### src/rtl/assert_macros.svh
// Assertion helpers shared by the RTL.
`ifndef ASSERT_MACROS_SVH
`define ASSERT_MACROS_SVH

// Same-cycle implication, checked outside reset.
`define ASSERT_IMP(label, clk, rst_n, ante, cons) \
    label: assert property (@(posedge clk) disable iff (!rst_n) (ante) |-> (cons)) \
        else $error("implication check failed");

// Next-cycle implication, checked outside reset.
`define ASSERT_NEXT(label, clk, rst_n, ante, cons) \
    label: assert property (@(posedge clk) disable iff (!rst_n) (ante) |=> (cons)) \
        else $error("next-cycle check failed");

`endif

### src/rtl/b64v_pkg.sv
package b64v_pkg;

    localparam logic [5:0] SEXTET_MASK = 6'h3F;
    localparam logic [7:0] PAD_CHAR    = 8'h5B;  // '['
    localparam logic [7:0] CHAR_62     = 8'h2A;  // '*'
    localparam logic [7:0] CHAR_63     = 8'h2D;  // '-'
    localparam logic [1:0] LAST_IDX    = 2'd3;

    // One 24-bit group with the number of real characters (2..4) and end flag.
    typedef struct packed {
        logic [23:0] bits;
        logic [2:0]  n_chars;
        logic        fin;
    } group_t;

    // Emitter state seen by the top level.
    typedef struct packed {
        logic       slot_valid;
        logic [1:0] idx;
    } emit_status_t;

    function automatic logic [7:0] sextet_char(input logic [5:0] v);
        logic [7:0] ch;
        case (v & SEXTET_MASK) inside
            [6'd0:6'd25]:  ch = 8'h41 + {2'b00, v};
            [6'd26:6'd51]: ch = 8'h61 + {2'b00, v} - 8'd26;
            [6'd52:6'd61]: ch = 8'h30 + {2'b00, v} - 8'd52;
            6'd62:         ch = CHAR_62;
            default:       ch = CHAR_63;
        endcase
        return ch;
    endfunction

endpackage

### src/rtl/b64v_pack.sv
module b64v_pack (
    input  logic                clk,
    input  logic                rst_n,
    input  logic                byte_valid,
    output logic                byte_stall,
    input  logic [7:0]          data_byte,
    input  logic                final_byte,
    output logic                grp_valid,
    input  logic                grp_ready,
    output b64v_pkg::group_t    grp
);

    logic [15:0] held_bytes_reg;
    logic [15:0] held_bytes_next;
    logic [1:0]  held_count_reg;
    logic [1:0]  held_count_next;
    logic        closes;
    logic        accept;

    // Third byte or final byte closes a group.
    assign closes     = held_count_reg[1] || final_byte;
    assign grp_valid  = byte_valid && closes;
    assign byte_stall = closes && !grp_ready;
    assign accept     = byte_valid && !byte_stall;

    always_comb
    begin
        grp = '0;
        grp.fin = final_byte;
        if (held_count_reg[1])
        begin
            grp.bits    = {held_bytes_reg, data_byte};
            grp.n_chars = 3'd4;
        end
        else if (held_count_reg[0])
        begin
            grp.bits    = {held_bytes_reg[7:0], data_byte, 8'h00};
            grp.n_chars = 3'd3;
        end
        else
        begin
            grp.bits    = {data_byte, 16'h0000};
            grp.n_chars = 3'd2;
        end
    end

    always_comb
    begin
        held_bytes_next = held_bytes_reg;
        held_count_next = held_count_reg;
        if (accept)
        begin
            if (closes)
            begin
                held_bytes_next = '0;
                held_count_next = '0;
            end
            else
            begin
                held_bytes_next = {held_bytes_reg[7:0], data_byte};
                held_count_next = held_count_reg + 2'd1;
            end
        end
    end

    always_ff @(posedge clk or negedge rst_n)
    begin
        if (!rst_n)
        begin
            held_bytes_reg <= '0;
            held_count_reg <= '0;
        end
        else
        begin
            held_bytes_reg <= held_bytes_next;
            held_count_reg <= held_count_next;
        end
    end

endmodule

### src/rtl/b64v_emit.sv
module b64v_emit (
    input  logic                   clk,
    input  logic                   rst_n,
    input  logic                   grp_valid,
    output logic                   grp_ready,
    input  b64v_pkg::group_t       grp,
    output logic                   char_valid,
    input  logic                   char_stall,
    output logic [7:0]             code_char,
    output logic                   group_end,
    output logic                   message_end,
    output b64v_pkg::emit_status_t status
);

    logic              slot_valid_reg;
    logic [1:0]        idx_reg;
    b64v_pkg::group_t  slot_reg;
    logic              out_valid_reg;
    logic [7:0]        char_reg;
    logic              gend_reg;
    logic              mend_reg;
    logic              load_out;
    logic              last_char;
    logic [5:0]        sextet;
    logic [7:0]        char_next;

    assign load_out  = slot_valid_reg && (!out_valid_reg || !char_stall);
    assign last_char = (idx_reg == b64v_pkg::LAST_IDX);
    // Take the next group while the last character of this one leaves.
    assign grp_ready = !slot_valid_reg || (load_out && last_char);

    always_comb
    begin
        case (idx_reg)
            2'd0:    sextet = slot_reg.bits[23:18];
            2'd1:    sextet = slot_reg.bits[17:12];
            2'd2:    sextet = slot_reg.bits[11:6];
            default: sextet = slot_reg.bits[5:0];
        endcase
        if ({1'b0, idx_reg} < slot_reg.n_chars)
            char_next = b64v_pkg::sextet_char(sextet);
        else
            char_next = b64v_pkg::PAD_CHAR;
    end

    always_ff @(posedge clk or negedge rst_n)
    begin
        if (!rst_n)
        begin
            slot_valid_reg <= 1'b0;
            idx_reg        <= '0;
            out_valid_reg  <= 1'b0;
        end
        else
        begin
            if (load_out)
                idx_reg <= idx_reg + 2'd1;
            if (grp_valid && grp_ready)
                slot_valid_reg <= 1'b1;
            else if (load_out && last_char)
                slot_valid_reg <= 1'b0;
            if (load_out)
                out_valid_reg <= 1'b1;
            else if (!char_stall)
                out_valid_reg <= 1'b0;
        end
    end

    always_ff @(posedge clk)
    begin
        if (grp_valid && grp_ready)
            slot_reg <= grp;
        if (load_out)
        begin
            char_reg <= char_next;
            gend_reg <= last_char;
            mend_reg <= last_char && slot_reg.fin;
        end
    end

    assign char_valid        = out_valid_reg;
    assign code_char         = char_reg;
    assign group_end         = gend_reg;
    assign message_end       = mend_reg;
    assign status.slot_valid = slot_valid_reg;
    assign status.idx        = idx_reg;

endmodule

### src/rtl/base64_variant_encoder.sv
// Channel   Handshake               Payload
// --------  ----------------------  ----------------------------------------
// byte in   byte_valid/byte_stall   data_byte[7:0], final_byte
// char out  char_valid/char_stall   code_char[7:0], group_end, message_end
//
// On the byte side, a byte that is only held is never stalled.
// A closing byte waits for a free group slot, freed on the cycle the fourth character of
// the previous group moves into the output register; its first character then follows from the slot.
// One character leaves per cycle unless char_stall holds it; three bytes make four characters.
// rst_n is asynchronous and clears held count, group slot and output valid.
// A stalled output holds its character and the slot; the byte side only keeps holding bytes.
`include "assert_macros.svh"

module base64_variant_encoder (
    input  logic       clk,
    input  logic       rst_n,
    input  logic       byte_valid,
    output logic       byte_stall,
    input  logic [7:0] data_byte,
    input  logic       final_byte,
    output logic       char_valid,
    input  logic       char_stall,
    output logic [7:0] code_char,
    output logic       group_end,
    output logic       message_end
);

    logic                   grp_valid;
    logic                   grp_ready;
    b64v_pkg::group_t       grp;
    b64v_pkg::emit_status_t emit_status;

    // Hold bytes and form a 24-bit group on the closing byte.
    b64v_pack u_pack (
        .clk        (clk),
        .rst_n      (rst_n),
        .byte_valid (byte_valid),
        .byte_stall (byte_stall),
        .data_byte  (data_byte),
        .final_byte (final_byte),
        .grp_valid  (grp_valid),
        .grp_ready  (grp_ready),
        .grp        (grp)
    );

    // Map the group to four characters, one per cycle unless stalled, via the output register.
    b64v_emit u_emit (
        .clk         (clk),
        .rst_n       (rst_n),
        .grp_valid   (grp_valid),
        .grp_ready   (grp_ready),
        .grp         (grp),
        .char_valid  (char_valid),
        .char_stall  (char_stall),
        .code_char   (code_char),
        .group_end   (group_end),
        .message_end (message_end),
        .status      (emit_status)
    );

    // A partly sent group always still occupies the slot.
    `ASSERT_IMP(a_idx_in_slot, clk, rst_n, emit_status.idx != 2'd0, emit_status.slot_valid)
    // An accepted closing byte fills the slot.
    `ASSERT_NEXT(a_group_loaded, clk, rst_n, byte_valid && !byte_stall && grp_valid, emit_status.slot_valid)
    // The message end only comes on the last character of a group.
    `ASSERT_IMP(a_mend_on_gend, clk, rst_n, char_valid && message_end, group_end)

endmodule

### config.mk
export PLATFORM = sky130hd
export DESIGN_NAME = base64_variant_encoder
export DESIGN_NICKNAME = d
export VERILOG_FILES = /design/src/rtl/b64v_pkg.sv /design/src/rtl/b64v_pack.sv /design/src/rtl/b64v_emit.sv /design/src/rtl/base64_variant_encoder.sv
export VERILOG_INCLUDE_DIRS = /design/src /design/src/rtl
export SDC_FILE = /design/constraint.sdc
export NUM_CORES = 1
export LEC_CHECK = 0
export ABC_AREA = 1
export BUFFER_PORTS_ARGS = -buffer_cell sky130_fd_sc_hd__clkbuf_2
export CAP_MARGIN = 20
export CORE_MARGIN = 5
export CORE_UTILIZATION = 41
export DETAILED_ROUTE_END_ITERATION = 16
export HOLD_SLACK_MARGIN = 0.08
export SYNTH_ARGS = -nofsm -noshare
export SYNTH_HDL_FRONTEND = slang
export SYNTH_SLANG_ARGS = --single-unit
### constraint.sdc
create_clock -name clk -period 2.5 [get_ports clk]
set_clock_uncertainty 0.2 [all_clocks]
set_input_delay 0.125 -clock clk [delete_from_list [all_inputs] [get_ports clk]]
set_output_delay 0.125 -clock clk [all_outputs]
set_load 0.02 [all_outputs]
==> results.sh <==
export IMPL_drtPass1Iterations=4
export IMPL_fin_crit_sh_pct=101.4
export IMPL_max_slew_margin_pct=60.06
export IMPL_clock_sinks=60
export IMPL_regArea_um2=1694
export IMPL_netlist_instances=354
export IMPL_antennaDiodeCount=0
export IMPL_crit_top_cell="nand2_2"
export IMPL_area_delta_synth_final_pct=36.75
export IMPL_grt_setup_unrepaired="true"
export IMPL_reg2reg_slack_ns=-0.04
export IMPL_dieArea_um2=9802
export IMPL_grt_usage_pct=15.22
export IMPL_criticalPathCategory="flip-flop to flip-flop"
export IMPL_status="complete, but fails checks"
export IMPL_drtIter0Drc=79
export IMPL_drt_wl_total_mm=7.063
export IMPL_busiest_layer="met2"
export IMPL_die_width_um=99.01
export IMPL_drv_slew=0
export IMPL_max_stage_delay_ns=0.46
export IMPL_whs_ns=0.1022
export IMPL_grt_max_degree=29
export IMPL_cts_reportedPaths_clkPinSlew_ns=0.07
export IMPL_setup_violations=7
export IMPL_critical_path_required_ns=2.40
export IMPL_use_met2_pct=26.29
export IMPL_max_slew_worst_pin_slew_ns=0.5970
export IMPL_synth_warnings=0
export IMPL_cts_htree_levels=3
export IMPL_dp_hpwl_mm=5.069
export IMPL_design_area_um2=4442
export IMPL_r2r_end="u_emit.code_char[2]"
export IMPL_nets=480
export IMPL_violations="negative setup slack"
export IMPL_critPathMaxFanout=6
export IMPL_maxCapViolCount=0
export IMPL_fin_crit_ns=2.536
export IMPL_num_vias=2686
export IMPL_ys_seq_area_share_pct=52.08
export IMPL_avgSynthCellArea_um2=9.175
export IMPL_cts_buffers=9
export IMPL_synth_top_cell_area_share_pct=35.13
export IMPL_setup_ws_ns=-0.03618
export IMPL_drc=0
export IMPL_rows=32
export IMPL_fin_util_pct=57.48
export IMPL_vias_per_cell=4.805
export IMPL_largest_reg_flops=28
export IMPL_routabilityCongestion=0.9359
export IMPL_grt_pass1_vias=2535
export IMPL_crit_family="flip-flops"
export IMPL_cp_slowest_cell="dfrtp_2"
export IMPL_num_io_pins=25
export IMPL_crit_chain="buf_6, ha_4, nand2_2, nand2_2, o22ai_4, ha_2, inv_2, nor3_4, nand2_2, o21ai_4, inv_4, buf_4, nand3_2, a21oi_2"
export IMPL_synth_distinct_cells=32
export IMPL_netlist_area_um2=3248
export IMPL_cts_root_buf="clkbuf_8"
export IMPL_crit_start="u_emit.idx_reg[1]"
export IMPL_hold_viol_final=0
export IMPL_crit_buf_inv=4
export IMPL_die_height_um=99.01
export IMPL_grt_use_met1_pct=17.54
export IMPL_grt_pass1_wl_mm=11.79
export IMPL_antenna_found_initial=0
export IMPL_cp_data_arrival_time_ns=2.43
export IMPL_cp_end_kind="flip-flop"
export IMPL_synth_area_leader_cell="edfxtp_1"
export IMPL_drive_gt1_share_pct=36.11
export IMPL_postRouteAntennaNets=0
export IMPL_place_area_um2=3795
export IMPL_fmax_mhz=394.3
export IMPL_wl_per_cell_um=12.64
export IMPL_num_fill_cells=660
export IMPL_hold_class="input pin to async pin"
export IMPL_worstSetupStartpointType="flip-flop"
export IMPL_core_area_um2=7727
export IMPL_yosys_top_cells_area="edfxtp_1 (35%), dfrtp_1 (17%), nand2_1 (11%)"
export IMPL_portBuffers=24
export IMPL_rr_worst_depth=14
export IMPL_synth_seq_cells=60
export IMPL_start_util_pct=42.03
export IMPL_cts_tree="built"
export IMPL_clock_latency_ns=0.34
export IMPL_grt_use_met3_pct=4.883
export IMPL_timing_rr_start="u_emit.idx_reg[1]"
export IMPL_syn_nets=382
export IMPL_fin_tns_setup_ns=-0.1455
export IMPL_cts_buffer_depth=2
export IMPL_multi_input_area_um2=1520
export IMPL_globalRouteOverflowTotal=0
what timing repair did:
| item | CTS | global route |
|---|---|---|
| gates resized for setup | 34 | 28 |
| pin swaps | 13 | 19 |
| gates cloned | 0 | 1 |
| hold buffers | 12 | 0 |
| endpoints found under the hold margin | 68 | 0 |
| setup endpoints to repair | 8 | 8 |
| setup buffers | 9 | 8 |
cell families after synthesis:
kind of cell	Yosys count	synth area share, %
xor gates and xnor gates	6	1.618
buffers and inverters	60	7.396
adders and majority gates	15	5.778
DFF	60	52.08
and+or+nand+nor	147	19.49
AOI/OAI and AO/OA	66	13.64
metrics by stage:
stage | instances | setup WS (ns)
floorplan | 354 | -0.02681
global placement | 513 | -0.1573
detailed placement | 513 | -0.1803
CTS | 550 | -0.06353
global route | 559 | -0.2012
finish | 559 | -0.03618
worst reg2reg max path: stages, from the launching register on:
cell and delay [ns]:
dfrtp_2 0.46, buf_6 0.14, ha_4 0.18, nand2_2 0.07
nand2_2 0.06, o22ai_4 0.12, ha_2 0.19, inv_2 0.04
nor3_4 0.17, nand2_2 0.10, o21ai_4 0.23, inv_4 0.08
buf_4 0.15, nand3_2 0.06, a21oi_2 0.05
per-layer routing:
layer	wire length, um	part of all wire, %
met1	3034	43
met2	3657	52
met3	243	3.4
met4	127	1.8
met5	0	0
cell type report:
type                       count  area share (%)
multi-input combinational    235           34.23
clock buffer                  11           3.662
tap                          102           2.873
timing repair buffer          92           15.49
clock inverter                 5          0.7606
inverter                      54           4.845
sequential                    60           38.14
synthesized netlist by cell type:
| master | instances |
|---|---|
| o21bai_2 | 2 |
| nand2_4 | 1 |
| or2_1 | 1 |
| o21ai_0 | 20 |
| nand3_1 | 17 |
| nand4_1 | 2 |
| o21ai_4 | 3 |
| buf_6 | 2 |
| xor2_1 | 5 |
| nor3_2 | 2 |
| a21boi_0 | 1 |
| a22oi_1 | 8 |
| o21ai_2 | 1 |
| ha_1 | 15 |
| o21ai_1 | 3 |
| xnor2_1 | 1 |
| o22ai_2 | 2 |
| inv_2 | 4 |
| dfrtp_1 | 22 |
| nor2_1 | 21 |
| clkinv_1 | 1 |
| o22ai_1 | 17 |
| edfxtp_1 | 38 |
| nor3_1 | 2 |
| inv_1 | 49 |
| nor2_4 | 1 |
| nand2_2 | 6 |
| clkbuf_1 | 4 |
| nand2_1 | 91 |
| nor2_2 | 3 |
| a21oi_2 | 1 |
| a21oi_1 | 8 |
cell usage in the layout (no fill, tap or decap), types with 3 or more instances in the layout:
cell | netlist | layout
nor2_1 | 21 | 16
edfxtp_1 | 38 | 38
clkbuf_2 | 0 | 24
inv_1 | 49 | 44
buf_6 | 2 | 4
dlygate4sd3_1 | 0 | 12
a22oi_1 | 8 | 8
nand2_2 | 6 | 20
o22ai_1 | 17 | 17
nor2_4 | 1 | 3
nand2_1 | 91 | 76
o21ai_0 | 20 | 20
o21ai_4 | 3 | 3
dfrtp_1 | 22 | 20
a21oi_2 | 1 | 4
xor2_1 | 5 | 5
nand3_1 | 17 | 14
ha_2 | 0 | 4
buf_4 | 0 | 51
ha_1 | 15 | 7
clkbuf_8 | 0 | 10
a21oi_1 | 8 | 5
o21ai_1 | 3 | 3
nor2_2 | 3 | 6
inv_4 | 0 | 3
inv_2 | 4 | 5
nand3_2 | 0 | 3
ha_4 | 0 | 4
worst max-delay path by stage:
stage | end | slack [ns] | cells past startpoint
after CTS | u_emit.code_char[0] | -0.06 | 16
after global placement | u_emit.code_char[0] | -0.16 | 16
after floorplan | u_emit.code_char[0] | -0.03 | 17
after global routing | u_emit.code_char[1] | -0.20 | 14
final | u_emit.code_char[2] | -0.04 | 14
after detailed placement | u_emit.code_char[6] | -0.18 | 15
Power is left out: the tool's default activity adds up to more than one toggle a clock period on the data nets, which glitch-free logic cannot reach.
